===== src/rtl/core/assert_macros.svh =====
// Assertion macros shared by the RTL files.
`ifndef ASSERT_MACROS_SVH
`define ASSERT_MACROS_SVH
`ifndef SYNTHESIS
// Same-cycle implication, disabled during reset.
`define ASSERT_IMPLY(label, clk, rst_n, ante, cons) \
	label: assert property (@(posedge clk) disable iff (!rst_n) (ante) |-> (cons)) \
		else $error("implication check failed");
// Next-cycle implication, disabled during reset.
`define ASSERT_NEXT(label, clk, rst_n, ante, cons) \
	label: assert property (@(posedge clk) disable iff (!rst_n) (ante) |=> (cons)) \
		else $error("next-cycle check failed");
`else
`define ASSERT_IMPLY(label, clk, rst_n, ante, cons)
`define ASSERT_NEXT(label, clk, rst_n, ante, cons)
`endif
`endif


===== src/rtl/core/lfpid_pkg.sv =====
// Types and constants of the line follower PID motor drive.
package lfpid_pkg;

	// Sequencer states, one-hot
	typedef enum logic [8:0] {
		S_IDLE  = 9'b0_0000_0001,
		S_DIV   = 9'b0_0000_0010,
		S_SIGN  = 9'b0_0000_0100,
		S_MUL_I = 9'b0_0000_1000,
		S_MUL_P = 9'b0_0001_0000,
		S_MUL_D = 9'b0_0010_0000,
		S_SPEED = 9'b0_0100_0000,
		S_ROUND = 9'b0_1000_0000,
		S_DRIVE = 9'b1_0000_0000
	} lfpid_state_t;

	// Configuration register indexes
	typedef enum logic [2:0] {
		REG_ADC_THRESHOLD = 3'd0,
		REG_GAIN_P        = 3'd1,
		REG_GAIN_I        = 3'd2,
		REG_GAIN_D        = 3'd3,
		REG_DEAD_ZONE     = 3'd4,
		REG_SPEED_NORMAL  = 3'd5,
		REG_SPEED_CROWDED = 3'd6,
		REG_CROWD_COUNT   = 3'd7
	} lfpid_cfg_reg_t;

	localparam int NUM_POS = 14;

	// Digital sensor bits that take part; positions 2 to 5 come from the ADC
	localparam logic [NUM_POS-1:0] DIGITAL_MASK = 14'h3FC3;

	// Position weights in half units, outer sensors boosted
	localparam logic signed [7:0] POS_WEIGHT [NUM_POS] = '{
		-8'sd23, -8'sd18, -8'sd9, -8'sd7, -8'sd5, -8'sd3, -8'sd1,
		8'sd1, 8'sd3, 8'sd5, 8'sd7, 8'sd9, 8'sd18, 8'sd23
	};

	// Register reset values
	localparam logic [7:0] RST_ADC_THRESHOLD = 8'd80;
	localparam logic [7:0] RST_GAIN_P        = 8'd13;
	localparam logic [7:0] RST_GAIN_I        = 8'd133;
	localparam logic [7:0] RST_GAIN_D        = 8'd8;
	localparam logic [6:0] RST_DEAD_ZONE     = 7'd22;
	localparam logic [7:0] RST_SPEED_NORMAL  = 8'd60;
	localparam logic [7:0] RST_SPEED_CROWDED = 8'd48;
	localparam logic [3:0] RST_CROWD_COUNT   = 4'd5;

endpackage


===== src/rtl/core/line_follower_pid_motor_drive.sv =====
// Line follower PID controller: sensor error, PID turn and wheel drive outputs.
//
// One transaction per control tick. An accepted tick leaves in_stall high until its
// result is in the output register. A tick with at least one line hit passes through
// the restoring divider that forms the line error one quotient bit per cycle,
// followed by three passes through the one shared multiplier (integral, proportional,
// derivative) and three short finishing steps. A tick with no hits skips the divider.
// The last step waits as long as a previous result is held in the output register
// by out_stall. A finished result waits in the output register while the next tick
// is already being worked on.
// Configuration writes are always taken and must only be issued while idle.

`include "assert_macros.svh"

module line_follower_pid_motor_drive #(
	parameter int ERROR_FRAC_BITS = 8
) (
	input  logic        clk,
	input  logic        arst_n,

	input  logic        cfg_valid,
	output logic        cfg_ready,
	input  logic [2:0]  cfg_index,
	input  logic [7:0]  cfg_data,

	input  logic        in_valid,
	output logic        in_stall,
	input  logic [13:0] digital_sensors,
	input  logic [7:0]  adc_sensor_two,
	input  logic [7:0]  adc_sensor_three,
	input  logic [7:0]  adc_sensor_four,
	input  logic [7:0]  adc_sensor_five,

	output logic        out_valid,
	input  logic        out_stall,
	output logic        left_forward,
	output logic [7:0]  left_pwm,
	output logic        right_forward,
	output logic [7:0]  right_pwm,
	output logic [3:0]  hit_count
);

	localparam int F   = ERROR_FRAC_BITS;
	localparam int EW  = F + 6;   // error
	localparam int IW  = F + 13;  // integral
	localparam int MAW = F + 14;  // multiplier signed operand
	localparam int PW  = MAW + 9; // product
	localparam int TW  = F + 16;  // turn accumulator
	localparam int SW  = F + 17;  // fixed-point wheel speed
	localparam int RW  = 18;      // rounded wheel speed
	localparam int DRW = RW + 1;  // after dead-zone shift
	localparam int DW  = F + 7;   // dividend and quotient
	localparam int CW  = $clog2(DW);
	localparam logic [SW-1:0] HALF = SW'(1) << (F - 1);

	// Configuration registers
	logic [7:0] adc_threshold_q;
	logic [7:0] gain_p_q;
	logic [7:0] gain_i_q;
	logic [7:0] gain_d_q;
	logic [6:0] dead_zone_q;
	logic [7:0] speed_normal_q;
	logic [7:0] speed_crowded_q;
	logic [3:0] crowd_count_q;

	lfpid_pkg::lfpid_state_t state_q;

	// Controller state
	logic signed [EW-1:0] last_error_q;
	logic signed [IW-1:0] integ_q;

	// Working registers
	logic [3:0]           count_q;
	logic                 neg_q;
	logic [DW-1:0]        quo_q;
	logic [4:0]           rem_q;
	logic [4:0]           div_q;
	logic [CW-1:0]        step_q;
	logic signed [EW-1:0] err_q;
	logic signed [TW-1:0] acc_q;
	logic signed [SW-1:0] lspd_q;
	logic signed [SW-1:0] rspd_q;
	logic signed [RW-1:0] lrnd_q;
	logic signed [RW-1:0] rrnd_q;

	// Output register
	logic       out_valid_q;
	logic       left_fwd_q;
	logic [7:0] left_pwm_q;
	logic       right_fwd_q;
	logic [7:0] right_pwm_q;
	logic [3:0] hit_count_q;

	// Combinational signals
	logic [13:0]          hits;
	logic [3:0]           hit_cnt;
	logic signed [7:0]    hit_sum;
	logic [6:0]           sum_mag;
	logic [DW-1:0]        dividend;
	logic [5:0]           trial;
	logic                 trial_ge;
	logic signed [MAW-1:0] op_a;
	logic [7:0]           op_b;
	logic signed [PW-1:0] prod;
	logic [7:0]           base_sel;
	logic signed [SW-1:0] base_fx;
	logic [8:0]           left_drv;
	logic [8:0]           right_drv;
	logic                 out_free;

	// Round a fixed-point speed to an integer, half away from zero
	function automatic logic signed [RW-1:0] round_fn(input logic signed [SW-1:0] v);
		logic [SW-1:0]        mag;
		logic [SW-1:0]        sum;
		logic signed [RW-1:0] rr;
		mag = v[SW-1] ? SW'(-v) : SW'(v);
		sum = mag + HALF;
		rr = $signed(RW'(sum[SW-1:F]));
		return v[SW-1] ? -rr : rr;
	endfunction

	// Apply dead zone, then form direction and saturated magnitude
	function automatic logic [8:0] drive_fn(input logic signed [RW-1:0] r,
			input logic [6:0] dz);
		logic signed [DRW-1:0] s;
		logic signed [DRW-1:0] dz_s;
		logic [DRW-1:0]        mag;
		logic                  fwd;
		logic [7:0]            pwm;
		s = DRW'(r);
		dz_s = $signed(DRW'(dz));
		if (s < dz_s) begin
			s = s - (dz_s <<< 1);
		end
		mag = s[DRW-1] ? DRW'(-s) : DRW'(s);
		fwd = !s[DRW-1] && (s != '0);
		pwm = (mag > DRW'(255)) ? 8'hFF : mag[7:0];
		return {fwd, pwm};
	endfunction

	assign cfg_ready = 1'b1;
	assign in_stall  = (state_q != lfpid_pkg::S_IDLE);
	assign out_free  = !out_valid_q || !out_stall;

	// Sensor hits, hit count and weighted sum
	always_comb begin
		hits = digital_sensors & lfpid_pkg::DIGITAL_MASK;
		hits[2] = (adc_sensor_two   > adc_threshold_q);
		hits[3] = (adc_sensor_three > adc_threshold_q);
		hits[4] = (adc_sensor_four  > adc_threshold_q);
		hits[5] = (adc_sensor_five  > adc_threshold_q);
		hit_cnt = '0;
		hit_sum = '0;
		for (int k = 0; k < lfpid_pkg::NUM_POS; k++) begin
			if (hits[k]) begin
				hit_cnt = hit_cnt + 4'd1;
				hit_sum = hit_sum + lfpid_pkg::POS_WEIGHT[k];
			end
		end
		sum_mag  = hit_sum[7] ? 7'(-hit_sum) : hit_sum[6:0];
		dividend = {sum_mag, {F{1'b0}}} | DW'(hit_cnt);
	end

	// Divider step: shift in next dividend bit, subtract if it fits
	assign trial    = {rem_q, quo_q[DW-1]};
	assign trial_ge = (trial >= {1'b0, div_q});

	// Shared multiplier operand select
	always_comb begin
		case (state_q)
			lfpid_pkg::S_MUL_I: begin
				op_a = MAW'(integ_q) + MAW'(err_q);
				op_b = gain_i_q;
			end
			lfpid_pkg::S_MUL_P: begin
				op_a = MAW'(err_q);
				op_b = gain_p_q;
			end
			default: begin
				op_a = MAW'(err_q) - MAW'(last_error_q);
				op_b = gain_d_q;
			end
		endcase
		prod = op_a * $signed({1'b0, op_b});
	end

	// Base speed in fixed point
	assign base_sel = (count_q >= crowd_count_q) ? speed_crowded_q : speed_normal_q;
	assign base_fx  = $signed(SW'({base_sel, {F{1'b0}}}));

	assign left_drv  = drive_fn(lrnd_q, dead_zone_q);
	assign right_drv = drive_fn(rrnd_q, dead_zone_q);

	// Configuration writes
	always_ff @(posedge clk or negedge arst_n) begin
		if (!arst_n) begin
			adc_threshold_q <= lfpid_pkg::RST_ADC_THRESHOLD;
			gain_p_q        <= lfpid_pkg::RST_GAIN_P;
			gain_i_q        <= lfpid_pkg::RST_GAIN_I;
			gain_d_q        <= lfpid_pkg::RST_GAIN_D;
			dead_zone_q     <= lfpid_pkg::RST_DEAD_ZONE;
			speed_normal_q  <= lfpid_pkg::RST_SPEED_NORMAL;
			speed_crowded_q <= lfpid_pkg::RST_SPEED_CROWDED;
			crowd_count_q   <= lfpid_pkg::RST_CROWD_COUNT;
		end else if (cfg_valid && cfg_ready) begin
			case (cfg_index)
				lfpid_pkg::REG_ADC_THRESHOLD: adc_threshold_q <= cfg_data;
				lfpid_pkg::REG_GAIN_P:        gain_p_q        <= cfg_data;
				lfpid_pkg::REG_GAIN_I:        gain_i_q        <= cfg_data;
				lfpid_pkg::REG_GAIN_D:        gain_d_q        <= cfg_data;
				lfpid_pkg::REG_DEAD_ZONE:     dead_zone_q     <= cfg_data[6:0];
				lfpid_pkg::REG_SPEED_NORMAL:  speed_normal_q  <= cfg_data;
				lfpid_pkg::REG_SPEED_CROWDED: speed_crowded_q <= cfg_data;
				lfpid_pkg::REG_CROWD_COUNT:   crowd_count_q   <= cfg_data[3:0];
				default: ;
			endcase
		end
	end

	// Sequencer, controller state and output valid
	always_ff @(posedge clk or negedge arst_n) begin
		if (!arst_n) begin
			state_q      <= lfpid_pkg::S_IDLE;
			out_valid_q  <= 1'b0;
			last_error_q <= '0;
			integ_q      <= '0;
		end else begin
			// Drop the taken result unless a new one is loaded this cycle
			if (out_valid_q && !out_stall && (state_q != lfpid_pkg::S_DRIVE)) begin
				out_valid_q <= 1'b0;
			end
			case (state_q)
				lfpid_pkg::S_IDLE: begin
					if (in_valid) begin
						state_q <= (hit_cnt == 4'd0) ? lfpid_pkg::S_MUL_I : lfpid_pkg::S_DIV;
					end
				end
				lfpid_pkg::S_DIV: begin
					if (step_q == CW'(DW - 1)) begin
						state_q <= lfpid_pkg::S_SIGN;
					end
				end
				lfpid_pkg::S_SIGN: state_q <= lfpid_pkg::S_MUL_I;
				lfpid_pkg::S_MUL_I: begin
					integ_q <= prod[IW+7:8];
					state_q <= lfpid_pkg::S_MUL_P;
				end
				lfpid_pkg::S_MUL_P: state_q <= lfpid_pkg::S_MUL_D;
				lfpid_pkg::S_MUL_D: begin
					last_error_q <= err_q;
					state_q      <= lfpid_pkg::S_SPEED;
				end
				lfpid_pkg::S_SPEED: state_q <= lfpid_pkg::S_ROUND;
				lfpid_pkg::S_ROUND: state_q <= lfpid_pkg::S_DRIVE;
				lfpid_pkg::S_DRIVE: begin
					if (out_free) begin
						out_valid_q <= 1'b1;
						state_q     <= lfpid_pkg::S_IDLE;
					end
				end
				default: state_q <= lfpid_pkg::S_IDLE;
			endcase
		end
	end

	// Datapath registers
	always_ff @(posedge clk) begin
		case (state_q)
			lfpid_pkg::S_IDLE: begin
				if (in_valid) begin
					count_q <= hit_cnt;
					neg_q   <= hit_sum[7];
					quo_q   <= dividend;
					rem_q   <= '0;
					div_q   <= {hit_cnt, 1'b0};
					step_q  <= '0;
					err_q   <= last_error_q;
				end
			end
			lfpid_pkg::S_DIV: begin
				rem_q  <= trial_ge ? 5'(trial - {1'b0, div_q}) : trial[4:0];
				quo_q  <= {quo_q[DW-2:0], trial_ge};
				step_q <= step_q + CW'(1);
			end
			lfpid_pkg::S_SIGN: begin
				err_q <= neg_q ? -$signed(EW'(quo_q)) : $signed(EW'(quo_q));
			end
			lfpid_pkg::S_MUL_P: begin
				acc_q <= $signed(prod[TW-1:0]) + TW'(integ_q);
			end
			lfpid_pkg::S_MUL_D: begin
				acc_q <= acc_q + $signed(prod[TW-1:0]);
			end
			lfpid_pkg::S_SPEED: begin
				lspd_q <= base_fx + SW'(acc_q);
				rspd_q <= base_fx - SW'(acc_q);
			end
			lfpid_pkg::S_ROUND: begin
				lrnd_q <= round_fn(lspd_q);
				rrnd_q <= round_fn(rspd_q);
			end
			lfpid_pkg::S_DRIVE: begin
				if (out_free) begin
					left_fwd_q  <= left_drv[8];
					left_pwm_q  <= left_drv[7:0];
					right_fwd_q <= right_drv[8];
					right_pwm_q <= right_drv[7:0];
					hit_count_q <= count_q;
				end
			end
			default: ;
		endcase
	end

	assign out_valid     = out_valid_q;
	assign left_forward  = left_fwd_q;
	assign left_pwm      = left_pwm_q;
	assign right_forward = right_fwd_q;
	assign right_pwm     = right_pwm_q;
	assign hit_count     = hit_count_q;

	// Checks
	`ASSERT_NEXT(a_accept_starts, clk, arst_n, in_valid && !in_stall, (state_q == lfpid_pkg::S_DIV) || (state_q == lfpid_pkg::S_MUL_I))
	`ASSERT_IMPLY(a_div_starts_clean, clk, arst_n, (state_q == lfpid_pkg::S_DIV) && $past(state_q == lfpid_pkg::S_IDLE), step_q == '0)
	`ASSERT_IMPLY(a_result_from_drive, clk, arst_n, $rose(out_valid_q), $past(state_q == lfpid_pkg::S_DRIVE))
	`ASSERT_IMPLY(a_stop_not_forward, clk, arst_n, out_valid_q && ((left_pwm_q == 8'd0) || (right_pwm_q == 8'd0)), !((left_pwm_q == 8'd0) && left_fwd_q) && !((right_pwm_q == 8'd0) && right_fwd_q))

endmodule

===== config.mk =====
export PLATFORM = sky130hd
export DESIGN_NAME = line_follower_pid_motor_drive
export DESIGN_NICKNAME = d
export VERILOG_FILES = /design/src/rtl/core/lfpid_pkg.sv /design/src/rtl/core/line_follower_pid_motor_drive.sv
export VERILOG_INCLUDE_DIRS = /design/src /design/src/rtl/core
export SDC_FILE = /design/constraint.sdc
export NUM_CORES = 1
export LEC_CHECK = 0
export ABC_AREA = 1
export BUFFER_PORTS_ARGS = -buffer_cell sky130_fd_sc_hd__buf_2
export CAP_MARGIN = 25
export CORE_MARGIN = 3
export CORE_UTILIZATION = 35
export CTS_CLUSTER_DIAMETER = 60
export CTS_CLUSTER_SIZE = 8
export DETAILED_ROUTE_END_ITERATION = 12
export PLACE_DENSITY = 0.59
export SETUP_SLACK_MARGIN = 0.2
export SYNTH_ARGS = -nofsm -noshare
export SYNTH_HDL_FRONTEND = slang
export SYNTH_SLANG_ARGS = --single-unit

===== constraint.sdc =====
create_clock -name clk -period 7.9 [get_ports clk]
set_input_delay 1.58 -clock clk [delete_from_list [all_inputs] [get_ports clk]]
set_output_delay 1.58 -clock clk [all_outputs]
set_load 0.05 [all_outputs]

==> results.md <==
- Syn_nets: between 4k and 5k
- Mapped Area: around 28000 µm²
- Number of flops mapped to enable cells by yosys: around 170
- Status: finished, final reports clean
- Worst Skew: approximately 0.021 ns
- Share of synthesized registers carrying an async set or reset: a little under two fifths
- Slew Limit Fails: 0
- Via-per-instance ratio: between 4 and 5
- Max_cap viols: 0
- Post-route DRC: 0
- Register area share after synthesis: between 20% and 30%
- Root Driver: clkbuf_16
- Die Span X: just under 300 µm
- Inserted Diodes: 0
- Nets: 4535
- Finished Layout Cells: roughly 5.2k
- Via count: 24.2k
- Fin crit share: between 90% and 100%
- Worst slew pin tran: 1.06 ns
- Post-route ant nets: 0
- Clock Sinks: ~280
- Cell count after placement: 5040
- Max frequency: between 100 and 150 MHz
- TritonCTS buffer count: 42
- Min Tclk post-route: 7.89 ns
- Initial DRT Pass Iterations: 5
- Maximum buffer depth of the clock tree: 3
- CP required: 8.21 ns
- CORE AREA: a little under 80000 µm²
- H-tree levels: 2
- CP arrival: roughly 8.2 ns
- Slowest cell on crit path: ha_4
- Slew margin rel.: roughly 30%
- Die height: roughly 290 µm
- DRT Wirelength: roughly 70 mm
- All-Layer GR Usage: about 16%
- I/O pin cnt: 87
- CP max FO: 5
- Syn Area/Cell: 7.60 µm²
- Hold-fix buffers, CTS: 0
- Port buffer count: just over 80
- TritonCTS clock tree: built
- Share of cells above drive strength 1: 22.1%
- Row count: about 100
- Initial antenna violation count: 0
- Flops & latches, synth: around 280
- Overflow after GRT: 0
- Hold Path Class: reg2reg
- Placed Area: ~32000 µm²
- Hold Vio Cnt, Final: 0
- Area share of the largest cell type after synthesis: between 15 and 20%
- Vias in the first global route: about 24k
- GPL Wtd Cong: 0.887
- First-pass GRT wire length: 116 mm
- Post-synthesis cell count: about 3.7k
- Crit Path Category: in2reg
- Most used DFF post-synth: edfxtp_1
- HPWL after DPL: 56.2 mm
- Cell mode on critical path: nand2_4
- CP startpoint kind: input pin
- Routed length per instance: around 14 µm
- Distinct cells, synth: 64
- Worst path max stage delay: between 0.2 and 0.3 ns
- Worst-path clk slew: about 0.050 ns
- Post-route cell area: 35200 µm²
- Worst skew pair latency: 0.56 ns
- 1st-iter DRT viols: 1146
- Final setup fails: 0
- Die ar.: about 84000 µm²
- Synth Warn #: 0
- Post-synth top area cell: edfxtp_1
- Starting density of the core: around 36%
- RSZ-0062 raised after global routing: true
- Critical Path End Type: flip-flop
- P&R area growth vs syn: 24.6%
- Pin count of the biggest net entering global routing: 74
- Synth top area cells: edfxtp_1 18%, nand2_1 11%, ha_1 10%
layout make-up:
cell class	instances	area [µm²]
clock buffers	71	1180
well taps	1050	1310
fillers	7887	44300
inverters	660	2480
multi-input cells	2722	19400
flip-flops and latches	278	7860
clock inverters	7	101
repair buffers	394	2890
cell families (layout without fill, tap and decap cells):
logic type	count (synthesis)	in the layout	share of synthesized area [%]
simple gates	1557	1559	23.5
buf+inv	723	1132	9.69
compound gates	499	499	9.61
fa+ha+maj	375	375	20.3
xor+xnor	279	279	8.73
flops	278	278	27.8
mux	9	9	0.354
other cells	1	1	0.0133
state kept, by name, indices dropped and copies added, names as in the netlist, 9 cells and up:
signal	flops
last_error_q	14
lrnd_q	18
rspd_q	24
lspd_q	25
quo_q	15
integ_q	21
acc_q	24
err_q	14
state_q	9
rrnd_q	18
stage by stage:
| stage | utilization, % | setup slack, ns | hold WS (ns) | setup TNS (ns) |
|---|---|---|---|---|
| 2_1_floorplan | - | -0.145 | 0.426 | -0.689 |
| 3_3_place_gp | 40.2 | -0.727 | 0.439 | -8.26 |
| 3_5_place_dp | 40.2 | -0.798 | 0.434 | -9.28 |
| 4_1_cts | 42.5 | 0.0798 | 0.451 | 0 |
| 5_1_grt | 44.3 | -0.315 | 0.456 | -2.76 |
| 6_report | 44.3 | 0.00759 | 0.449 | 0 |
synthesized netlist by cell type, types with 10 or more instances:
library cell  number
dfstp_2           21
dfrtp_1           83
o21ai_0          226
or2_2             14
nand2_2           51
fa_1             140
edfxtp_1         174
nor2_1           361
o21bai_1          14
clkbuf_1          51
nand2_1          812
nor3_1            44
xnor2_1           75
inv_1            627
nand4_1           27
nor4_1            15
a31oi_1           13
a21oi_1          174
o211ai_1          12
ha_1             235
xor2_1           201
inv_2             26
o21ai_1           19
nand3_2           10
nand3_1          186
layout by cell type (no fill, tap or decap), types with 36 or more instances in the layout:
master / instances
nand2_1: 706
inv_1: 601
nor2_1: 344
buf_4: 290
xor2_1: 198
o21ai_0: 196
ha_1: 182
edfxtp_1: 174
nand3_1: 150
a21oi_1: 139
fa_1: 137
nand2_2: 128
dfrtp_1: 82
buf_2: 76
xnor2_1: 74
inv_2: 52
ha_4: 49
clkbuf_16: 42
nor3_1: 41
a21oi_2: 37
nand3_2: 36
nand2_4: 36
path summary, 6_finish.rpt:
kind | from | to | slack (ns) | cells after the start
max | adc_sensor_two[2] | quo_q[12] | 0.008 | 59
min | acc_q[3] | lspd_q[3] | 0.45 | 0
max reg2reg | err_q[0] | acc_q[22] | 0.34 | 45
min reg2reg | acc_q[3] | lspd_q[3] | 0.45 | 0
max in group asynchronous | arst_n | integ_q[14] | 5.58 | 2
min in group asynchronous | arst_n | last_error_q[0] | 0.99 | 1
what timing repair did:
action	4_1_cts	5_1_grt
pin swaps	47	175
endpoints found under the setup margin	23	33
setup buffers	30	32
cloned	2	0
gates resized for setup	92	278
routing by layer:
layer	track usage, %	wire length [µm]	vias to the layer above
met4	3.97	1630	0
met1	21.3	32500	11200
li1	-	-	12600
met2	29.3	34200	307
met5	0	0	-
met3	1.81	2060	84
critical path, delay by kind of cell:
family / cells / cell delay [ns]
simple gates: 35 / 3.29
fa+ha+maj: 11 / 2.31
compound gates: 2 / 0.22
buf+inv: 11 / 0.79
Power is not shown: default switching activity piles up to over one toggle a cycle in this logic, so the estimate is an artifact.
